===== src/hw/rtl/assert_macros.svh =====
// Assertion macros shared by the RTL files of the Q7 FFT engine.
`ifndef ASSERT_MACROS_SVH
`define ASSERT_MACROS_SVH

// Implication checked on every clock edge outside reset.
`define Q7_ASSERT(lbl, prop, msg) \
  lbl: assert property (@(posedge clk) disable iff (!rst_n) prop) else $error(msg);

// Same check, also evaluated while reset is asserted.
`define Q7_ASSERT_ALWAYS(lbl, prop, msg) \
  lbl: assert property (@(posedge clk) prop) else $error(msg);

`endif


===== src/hw/rtl/q7fft_pkg.sv =====
// ----------------------------------------------------------------------------
// q7fft_pkg
// Shared types and codes of the Q7 radix-2 FFT engine.
// ----------------------------------------------------------------------------
`timescale 1ns / 1ps
`default_nettype none

package q7fft_pkg;

  // Command codes of an input item
  localparam logic [1:0] CMD_WRITE = 2'd0;
  localparam logic [1:0] CMD_RUN   = 2'd1;
  localparam logic [1:0] CMD_READ  = 2'd2;

  // Complex Q7 value; matches the store word layout (real in high byte)
  typedef struct packed {
    logic signed [7:0] re;
    logic signed [7:0] im;
  } cplx_t;

  // Sequencer states
  typedef enum logic [3:0] {
    ST_IDLE,
    ST_REV_RD,
    ST_REV_CHK,
    ST_REV_WA,
    ST_REV_WB,
    ST_BF_RD,
    ST_BF_MUL,
    ST_BF_ADD,
    ST_BF_WE,
    ST_BF_WO
  } state_t;

endpackage

`default_nettype wire


===== src/hw/rtl/q7fft_butterfly.sv =====
// ----------------------------------------------------------------------------
// q7fft_butterfly
// Shared scaled radix-2 butterfly: products registered, then round, saturate
// (or pass x_in on bypass), add/subtract and halve, registered again.
// ----------------------------------------------------------------------------
`timescale 1ns / 1ps
`default_nettype none

module q7fft_butterfly
  import q7fft_pkg::*;
(
  input  wire logic  clk,
  input  wire cplx_t a_in,
  input  wire cplx_t x_in,
  input  wire cplx_t w_in,
  input  wire logic  bypass,
  output cplx_t      e_out,
  output cplx_t      o_out
);

  logic signed [15:0] p_rr_r, p_ii_r, p_ir_r, p_ri_r;
  cplx_t              a_r, x_r;
  logic               byp_r;

  logic signed [17:0] sum_re, sum_im;
  logic signed [10:0] sh_re, sh_im;
  logic signed [7:0]  t_re, t_im;
  cplx_t              e_nxt, o_nxt;

  function automatic logic signed [7:0] sat8(input logic signed [10:0] v);
    if (v > 11'sd127) begin
      sat8 = 8'sd127;
    end else if (v < -11'sd128) begin
      sat8 = -8'sd128;
    end else begin
      sat8 = v[7:0];
    end
  endfunction

  // Halve (v + 1) with floor, wrap to 8 bits
  function automatic logic signed [7:0] half8(input logic signed [9:0] v);
    logic signed [9:0] h;
    h = (v + 10'sd1) >>> 1;
    half8 = h[7:0];
  endfunction

  // Stage 1: the four products
  always_ff @(posedge clk) begin
    p_rr_r <= w_in.re * x_in.re;
    p_ii_r <= w_in.im * x_in.im;
    p_ir_r <= w_in.im * x_in.re;
    p_ri_r <= w_in.re * x_in.im;
    a_r    <= a_in;
    x_r    <= x_in;
    byp_r  <= bypass;
  end

  // Stage 2: round, saturate, butterfly
  always_comb begin
    sum_re = 18'(p_rr_r) - 18'(p_ii_r) + 18'sd64;
    sum_im = 18'(p_ir_r) + 18'(p_ri_r) + 18'sd64;
    sh_re  = 11'(sum_re >>> 7);
    sh_im  = 11'(sum_im >>> 7);
    t_re   = byp_r ? x_r.re : sat8(sh_re);
    t_im   = byp_r ? x_r.im : sat8(sh_im);
    e_nxt.re = half8(10'(a_r.re) + 10'(t_re));
    e_nxt.im = half8(10'(a_r.im) + 10'(t_im));
    o_nxt.re = half8(10'(a_r.re) - 10'(t_re));
    o_nxt.im = half8(10'(a_r.im) - 10'(t_im));
  end

  always_ff @(posedge clk) begin
    e_out <= e_nxt;
    o_out <= o_nxt;
  end

endmodule

`default_nettype wire


===== config.mk =====
export PLATFORM = sky130hd
export DESIGN_NAME = q7fft_butterfly
export DESIGN_NICKNAME = d
export VERILOG_FILES = /design/src/hw/rtl/assert_macros.svh /design/src/hw/rtl/q7fft_pkg.sv /design/src/hw/rtl/q7fft_butterfly.sv
export SDC_FILE = /design/constraint.sdc
export NUM_CORES = 1
export LEC_CHECK = 0
export BUFFER_PORTS_ARGS = -buffer_cell sky130_fd_sc_hd__buf_2
export CAP_MARGIN = 20
export CORE_ASPECT_RATIO = 1.25
export CORE_UTILIZATION = 35
export DETAILED_ROUTE_END_ITERATION = 8
export PLACE_DENSITY = 0.51
export SETUP_SLACK_MARGIN = 0.15
export SLEW_MARGIN = 40
export SYNTH_ARGS = -nofsm -noshare
export SYNTH_HDL_FRONTEND = slang
export SYNTH_SLANG_ARGS = --single-unit

===== constraint.sdc =====
create_clock -name clk -period 10 [get_ports clk]
set_input_delay 1 -clock clk [delete_from_list [all_inputs] [get_ports clk]]
set_output_delay 1 -clock clk [all_outputs]
set_load 0.005 [all_outputs]

Word-level counts from Yosys, hierarchy flattened
Cells that the tools add are included.

Flip-flop bits (word level): 129. Input port bits: 50. Output and inout port bits: 32. Word-level logic and storage cells: 39.

Add/subtract/negate cells: 12. Multiply operators: 4. Order comparisons: 4. Multiplexer cells: 6.

Operators by type and width (number): 8-bit by 8-bit multiplier with 16-bit output (4); 8-bit 2-to-1 mux (6); 17-bit by 8-bit adder with 18-bit output (second input constant) (2); 9-bit by 2-bit adder with 9-bit output (second input constant) (4); 11-bit by 8-bit > comparator with 1-bit output (second input constant) (2); 11-bit by 8-bit < comparator with 1-bit output (second input constant) (2); 8-bit by 8-bit adder with 9-bit output (2); 8-bit by 8-bit subtractor with 9-bit output (2); 16-bit by 16-bit adder with 17-bit output (1); 16-bit by 16-bit subtractor with 17-bit output (1).

Longest topological paths before layout
Gate-level depths: netlist (run 1).

Depth in word-level cells: 8. Depth in mapped cells: 24. Gate-level depth less buffers: 24.

Least setup slack after synthesis (run 1)
No wires, ideal clock.

Path kind: in2reg. Start: in w_in[14] in the netlist's numbering. End: reg p_ri_r[14]. Setup time: 72 ps. Data arrival time: 4988 ps. Data required time: 9928 ps. Setup slack: 4940 ps. Stages: 20. Path buffers: 1. Cells stage by stage: clkbuf_1 > and2_1 > fa_1 > inv_1 > fa_1 > inv_1 > fa_1 > inv_1 > fa_1 > inv_1 > ha_1 > o21ai_0 > a21boi_0 > o21ai_0 > a21boi_0 > o21ai_0 > nand2b_1 > a21o_1 > a21oi_1 > xnor2_1.

Word-level cells in the longest chain between the ends: 1.

Ends and longest elaborated chain: from (decl) (line q7fft_butterfly.sv:15) `input wire cplx_t w_in,`; 8-bit by 8-bit multiplier with 16-bit output (line q7fft_butterfly.sv:52) `p_ri_r <= w_in.re * x_in.im;`; to (signal assigned) (line q7fft_butterfly.sv:52); to (decl) (line q7fft_butterfly.sv:21) `logic signed [15:0] p_rr_r, p_ii_r, p_ir_r, p_ri_r;`.

No other way between the ends.

==> impl_metrics.json, run 1 <==
{
  "status": "finished, final reports clean",
  "cts_hold_buffers": 0,
  "cts_tree": "built",
  "post-place-ws_ns": 4.28,
  "grt_setup_unrepaired": "false",
  "period_needed_ns": 5.34,
  "dp_hpwl_microns": 30000,
  "cts-resized-gates": 0,
  "max_cap_violations": 0,
  "slew_headroom_pct": 50.3,
  "areaGrowthSynthToFinish_pct": 9.75,
  "gp_congestion": 0.824,
  "antenna_cells": 0,
  "antenna_found_initial": 1,
  "syn-num-nets": 2230,
  "nets": 2289,
  "wire_per_inst_microns": 15.4,
  "grt_usage_pct": 16.8,
  "cp_max_fo": 8,
  "crit_type": "reg -> reg",
  "ios": 82,
  "yosysUniqueCellTypes": 68,
  "die_w_microns": 194,
  "drt_wl_total_microns": 36600,
  "drtIter0Drc": 476,
  "finalHoldViolations": 0,
  "required_ns": 10.33,
  "route.met3.wl_microns": 1120,
  "finalSetupViolCount": 0,
  "min_path_type": "reg -> reg",
  "path_common_cell": "ha_1",
  "tightest_slew_ns": 0.739,
  "drive_gt1_share_pct": 7.38,
  "slowest_stage": "fa_1",
  "grt_max_degree": 27,
  "crit_buf_inv": 2,
  "total_leakage_power_nw": 8.79,
  "crit_family": "compound AO/OA/AOI/OAI gates",
  "synth_edf_count": 0,
  "met2_length_microns": 18000,
  "vias": 11448,
  "grt-ovfl-total": 0,
  "end_kind": "flip-flop",
  "ir_drop_mv": 0.149,
  "cts_root_buffer": "clkbuf_16",
  "r2r_cells": 22,
  "max_freq_ghz": 0.187,
  "fin_ws_ns": 4.66,
  "start_util_pct": 35.6,
  "synth_ff_type": "dfxtp_1",
  "cts.path.max_buffers": 2,
  "syn-cell-area_sq_um": 16100,
  "post_drt_via_cell_ratio": 4.81,
  "synth_seq_cells": 129,
  "start_kind": "flip-flop",
  "core_sq_um": 45200,
  "power.density_nw_per_um2": 363,
  "final_antenna_net_count": 0,
  "post_cts_buffers": 0,
  "worstPathArrival_ns": 5.66,
  "syn_avg_cell_area_sq_um": 9.29,
  "period_share_pct": 53.4,
  "drt_pass1_iterations": 5,
  "synth-seq-area-share_pct": 16.1,
  "grt_pass1_vias": 12328,
  "final.setup.tns_ns": 0,
  "async_flop_share_pct": 0,
  "clock_sinks": 129,
  "fin_worst_skew_ns": 0.00895,
  "cp.depth": 22,
  "cts_max_level": 4,
  "cts_made_buffers": 17,
  "ys_warn_count": 0,
  "die_h_microns": 242,
  "path_cells": "inv_1, ha_1, ha_1, a21o_1, a311o_1, a221oi_1, mux2_1, o211ai_2, and2_1, nor2_1, a2bb2oi_1, ha_1, nand3b_1, inv_1, nand2_1, fa_1, nor2_1, o21ai_0, nand2b_1, a21o_1, a21oi_1, xnor2_1",
  "highest_layer": "met5",
  "drv_slew": 0,
  "grt_pass1_wl_microns": 62400,
  "syn_inst": 1731,
  "clock_latency_ns": 0.44,
  "clkSlewWorstSetupHoldPaths_ns": 0.07,
  "route.detailed.drc": 0,
  "hold_depth": 2,
  "wl_met1_microns": 16900,
  "rows": 87,
  "fill_cells": 4525,
  "die-area_sq_um": 46800,
  "crit_path_max_incr_delay_ns": 0.48,
  "io_buffers": 81
}
[flip-flops by register name, indices dropped and copies added, names as in the netlist]
| signal | cells |
|---|---|
| o_out | 16 |
| e_out | 16 |
| byp_r | 1 |
| a_r | 16 |
| p_ir_r | 16 |
| p_ii_r | 16 |
| p_rr_r | 16 |
| p_ri_r | 16 |
| x_r | 16 |
[metal layers]
metal | vias to the layer above | track usage (%)
met5 | - | 0
met1 | 5674 | 21.3
met3 | 35 | 2.15
met4 | 2 | 5.01
met2 | 178 | 29.5
li1 | 5559 | -
[worst register-to-register path, delay by kind of cell, from the launching register on]
family	cells	cell delay, ns
buf+inv	2	0.16
compound gates	8	1.88
flops	1	0.36
mux	1	0.39
xor+xnor	1	0.12
fa+ha+maj	4	1.47
simple gates	6	0.83
[cells by family (layout without fill, tap and decap cells)]
family | count (synthesis) | after routing | share of synthesized area, %
AND/OR/NAND/NOR | 422 | 422 | 13.7
XOR/XNOR | 96 | 96 | 5.23
multiplexers | 3 | 3 | 0.195
AO/OA/AOI/OAI | 241 | 241 | 10.2
adder cells (fa/ha/maj) | 449 | 449 | 45.4
buffers and inverters | 391 | 463 | 9.17
flip-flops | 129 | 129 | 16.1
[cells in the final DEF, fill, tap and decap left out, types with 8 or more instances in the layout]
master     count
a21o_1        27
nor2b_1        9
buf_2         81
nor3_1        13
fa_1         224
dfxtp_1      128
o21a_1        16
a21boi_0       8
o21ai_0       52
xor2_1        18
a211oi_1      11
nand2b_1      35
inv_1        349
nand2_1      124
nand3_1       10
nor2_1        51
ha_1         225
clkbuf_16     17
xnor2_1       78
o211ai_1      10
a21oi_1       63
and2_1       153
[through the flow]
stage	area [sq um]	utilization (%)	power [W]	std cells	hold WS, ns
2_1_floorplan	16100	-	0.00466	1731	0.460
3_3_place_gp	17000	37.7	0.00577	2349	0.517
3_5_place_dp	17000	37.7	0.00581	2349	0.516
4_1_cts	17600	39.0	0.00649	2381	0.534
5_1_grt	17600	39.0	0.00717	2381	0.566
6_report	17600	39.0	0.00641	2381	0.530
[final cells by class]
type	instances	area, sq um	area share (%)
Timing Repair Buffer	82	413	2.34
Tap cell	578	723	4.10
Multi-Input combinational cell	1211	12000	68.1
Sequential cell	129	2580	14.6
Clock buffer	17	425	2.41
Inverter	349	1310	7.43
Clock inverter	15	168	0.950
[where the power goes]
group | switching, W | total (W) | leakage, nW | internal, W
Sequential | 0.0000773 | 0.000847 | 1.09 | 0.000770
Combinational | 0.00279 | 0.00493 | 7.42 | 0.00214
Clock | 0.000275 | 0.000629 | 0.279 | 0.000354
Total | 0.00314 | 0.00641 | 8.79 | 0.00326
[synth_stat cells, types with 2 or more instances]
cell type | number | area (sq um)
a211oi_1 | 11 | 82.6
nor2b_1 | 9 | 56.3
o32ai_1 | 2 | 17.5
nand3b_1 | 2 | 15.0
inv_1 | 349 | 1310
a22o_1 | 2 | 17.5
clkbuf_1 | 37 | 139
and3_1 | 7 | 43.8
o21ai_0 | 52 | 260
o21a_1 | 16 | 120
fa_1 | 224 | 4480
nand2_1 | 124 | 465
nand2b_1 | 35 | 219
nor3b_1 | 3 | 22.5
o211ai_1 | 10 | 75.1
o21bai_1 | 7 | 52.6
o21ai_1 | 3 | 15.0
a221oi_1 | 2 | 17.5
or3_1 | 3 | 18.8
o2111ai_1 | 2 | 17.5
a21oi_1 | 63 | 315
o31ai_1 | 3 | 22.5
nor3_1 | 13 | 65.1
buf_2 | 5 | 25.0
dfxtp_1 | 129 | 2580
nand4_1 | 3 | 18.8
a211oi_2 | 4 | 50.1
a21boi_0 | 8 | 60.1
nor4_1 | 3 | 18.8
nand3_1 | 10 | 50.1
mux2i_1 | 2 | 20.0
a211o_1 | 2 | 17.5
xor2_1 | 18 | 158
a31oi_1 | 5 | 31.3
ha_1 | 225 | 2820
nor2_1 | 51 | 191
a21o_1 | 27 | 203
and2_1 | 153 | 957
xnor2_1 | 78 | 683
[worst paths after layout]
| check | from | end | slack [ns] |
|---|---|---|---|
| worst max-delay path | p_ii_r[11] | o_out[14] | 4.66 |
| worst max register to register | p_ii_r[11] | o_out[14] | 4.66 |
| worst min-delay path | a_r[8] | o_out[8] | 0.53 |
| worst min register to register | a_r[8] | o_out[8] | 0.53 |
Note: power is estimated with default switching activity, not from simulation.
==> run 2: changes to the inputs <==
==> constraint.sdc (replaced) <==
create_clock -name clk -period 5.2 [get_ports clk]
set_input_delay 0.52 -clock clk [delete_from_list [all_inputs] [get_ports clk]]
set_output_delay 0.52 -clock clk [all_outputs]
set_load 0.005 [all_outputs]
==> run 2 against run 1 <==
Net effect:
- clock-buffer cell count unchanged
- setup slack lost 4.2 ns
- critical path type unchanged
- fmax increased by 12%
- register-to-register slack worse by 4.2 ns
==> impl_metrics.json, run 2 (synthesized netlist as in run 1, its figures left out) <==
{
  "route.detailed.drc": 0,
  "path_common_cell": "ha_1",
  "post_drt_via_cell_ratio": 4.73,
  "crit_family": "compound AO/OA/AOI/OAI gates",
  "crit_path_max_incr_delay_ns": 0.41,
  "crit_buf_inv": 3,
  "start_util_pct": 35.6,
  "die-area_sq_um": 46800,
  "core_sq_um": 45200,
  "period_needed_ns": 4.77,
  "rows": 87,
  "ir_drop_mv": 0.284,
  "fin_worst_skew_ns": 0.0142,
  "drt_wl_total_microns": 37200,
  "slew_headroom_pct": 54.6,
  "finalSetupViolCount": 0,
  "crit_type": "reg -> reg",
  "end_kind": "flip-flop",
  "areaGrowthSynthToFinish_pct": 11.1,
  "cp_max_fo": 4,
  "drive_gt1_share_pct": 9.03,
  "min_path_type": "in -> reg",
  "final_cells": 2405,
  "io_buffers": 81,
  "tightest_slew_ns": 0.674,
  "cts_root_buffer": "clkbuf_16",
  "period_share_pct": 91.7,
  "antenna_cells": 0,
  "clock_latency_ns": 0.45,
  "max_freq_ghz": 0.210,
  "grt_pass1_wl_microns": 62700,
  "status": "finished, final reports clean",
  "seqCellArea_sq_um": 2580,
  "drv_slew": 0,
  "cts_tree": "built",
  "power.density_nw_per_um2": 707,
  "cp.depth": 20,
  "fill_cells": 4522,
  "final.setup.tns_ns": 0,
  "start_kind": "flip-flop",
  "worstPathArrival_ns": 5.12,
  "dp_hpwl_microns": 31500,
  "grt_max_degree": 27,
  "final_antenna_net_count": 0,
  "multi_input_area_sq_um": 12100,
  "hold_depth": 1,
  "die_w_microns": 194,
  "die_h_microns": 242,
  "final_cell_mix": "inv_1, ha_1, fa_1",
  "finalHoldViolations": 0,
  "grt_usage_pct": 16.9,
  "clkSlewWorstSetupHoldPaths_ns": 0.07,
  "grt_pass1_vias": 12532,
  "nets": 2313,
  "cts.path.max_buffers": 2,
  "grt_setup_unrepaired": "true",
  "ios": 82,
  "wire_per_inst_microns": 15.5,
  "r2r_cells": 20,
  "vias": 11379,
  "grt-ovfl-total": 0,
  "required_ns": 5.55,
  "cts_max_level": 4,
  "path_cells": "inv_1, ha_1, ha_1, a21oi_2, o211ai_1, o32ai_1, and4bb_1, nor3_2, a21oi_1, a211oi_1, a21oi_1, buf_4, ha_1, inv_1, ha_1, nand3_1, nor4b_2, or3_1, a21o_1, a311oi_1",
  "antenna_found_initial": 0,
  "clock_sinks": 129,
  "slowest_stage": "or3_1",
  "layout_commonest_cell": "inv_1",
  "total_leakage_power_nw": 8.92,
  "cts_made_buffers": 17,
  "gp_congestion": 0.867,
  "max_cap_violations": 0,
  "dp_cells": 2371,
  "drtIter0Drc": 375,
  "cts_hold_buffers": 0,
  "drt_pass1_iterations": 5
}
-- run 2: final timing paths --
check                                 from  endpoint  slack (ns)
worst min register to register      a_r[8]  o_out[8]        0.58
worst max register to register  p_ir_r[15]  o_out[7]        0.43
worst max-delay path            p_ir_r[15]  o_out[7]        0.43
worst min-delay path               a_in[4]    a_r[4]        0.17
-- run 2: area by class of cell --
cell class                      count  area share (%)
Clock buffer                       17            2.38
Clock inverter                     15           0.953
Inverter                          349            7.34
Multi-Input combinational cell   1211            67.5
Sequential cell                   129            14.5
Tap cell                          578            4.05
Timing Repair Buffer              106            3.32
-- run 2: where the power goes --
| part | internal (W) | switching (W) |
|---|---|---|
| Clock | 0.000680 | 0.000525 |
| Sequential | 0.00148 | 0.000133 |
| Combinational | 0.00427 | 0.00553 |
| Total | 0.00643 | 0.00619 |
-- run 2: per-layer routing --
layer	global-route usage [%]	vias to the layer above	routed length, microns
met5	0	-	0
met4	5.76	0	818
met3	1.69	41	772
met2	30.9	148	18800
met1	20.7	5591	16800
li1	-	5599	-
-- run 2: repair_timing --
action                                 in CTS  in global routing
buffers inserted                            0                  2
endpoints found under the hold margin       0                  0
pin swaps                                   0                  1
resized for setup                           2                  9
setup endpoints to repair                   1                  5
-- run 2: metrics by stage --
step	util [%]	cell area (sq um)	worst slack (ns)	total power [W]	hold slack [ns]
global placement	38.1	17200	0.222	0.0113	0.577
floorplan	-	16100	0.541	0.00897	0.460
finish	39.5	17900	0.430	0.0126	0.171
detailed placement	38.1	17200	0.170	0.0114	0.563
global route	39.5	17900	0.111	0.0141	0.162
CTS	39.4	17800	0.231	0.0127	0.146
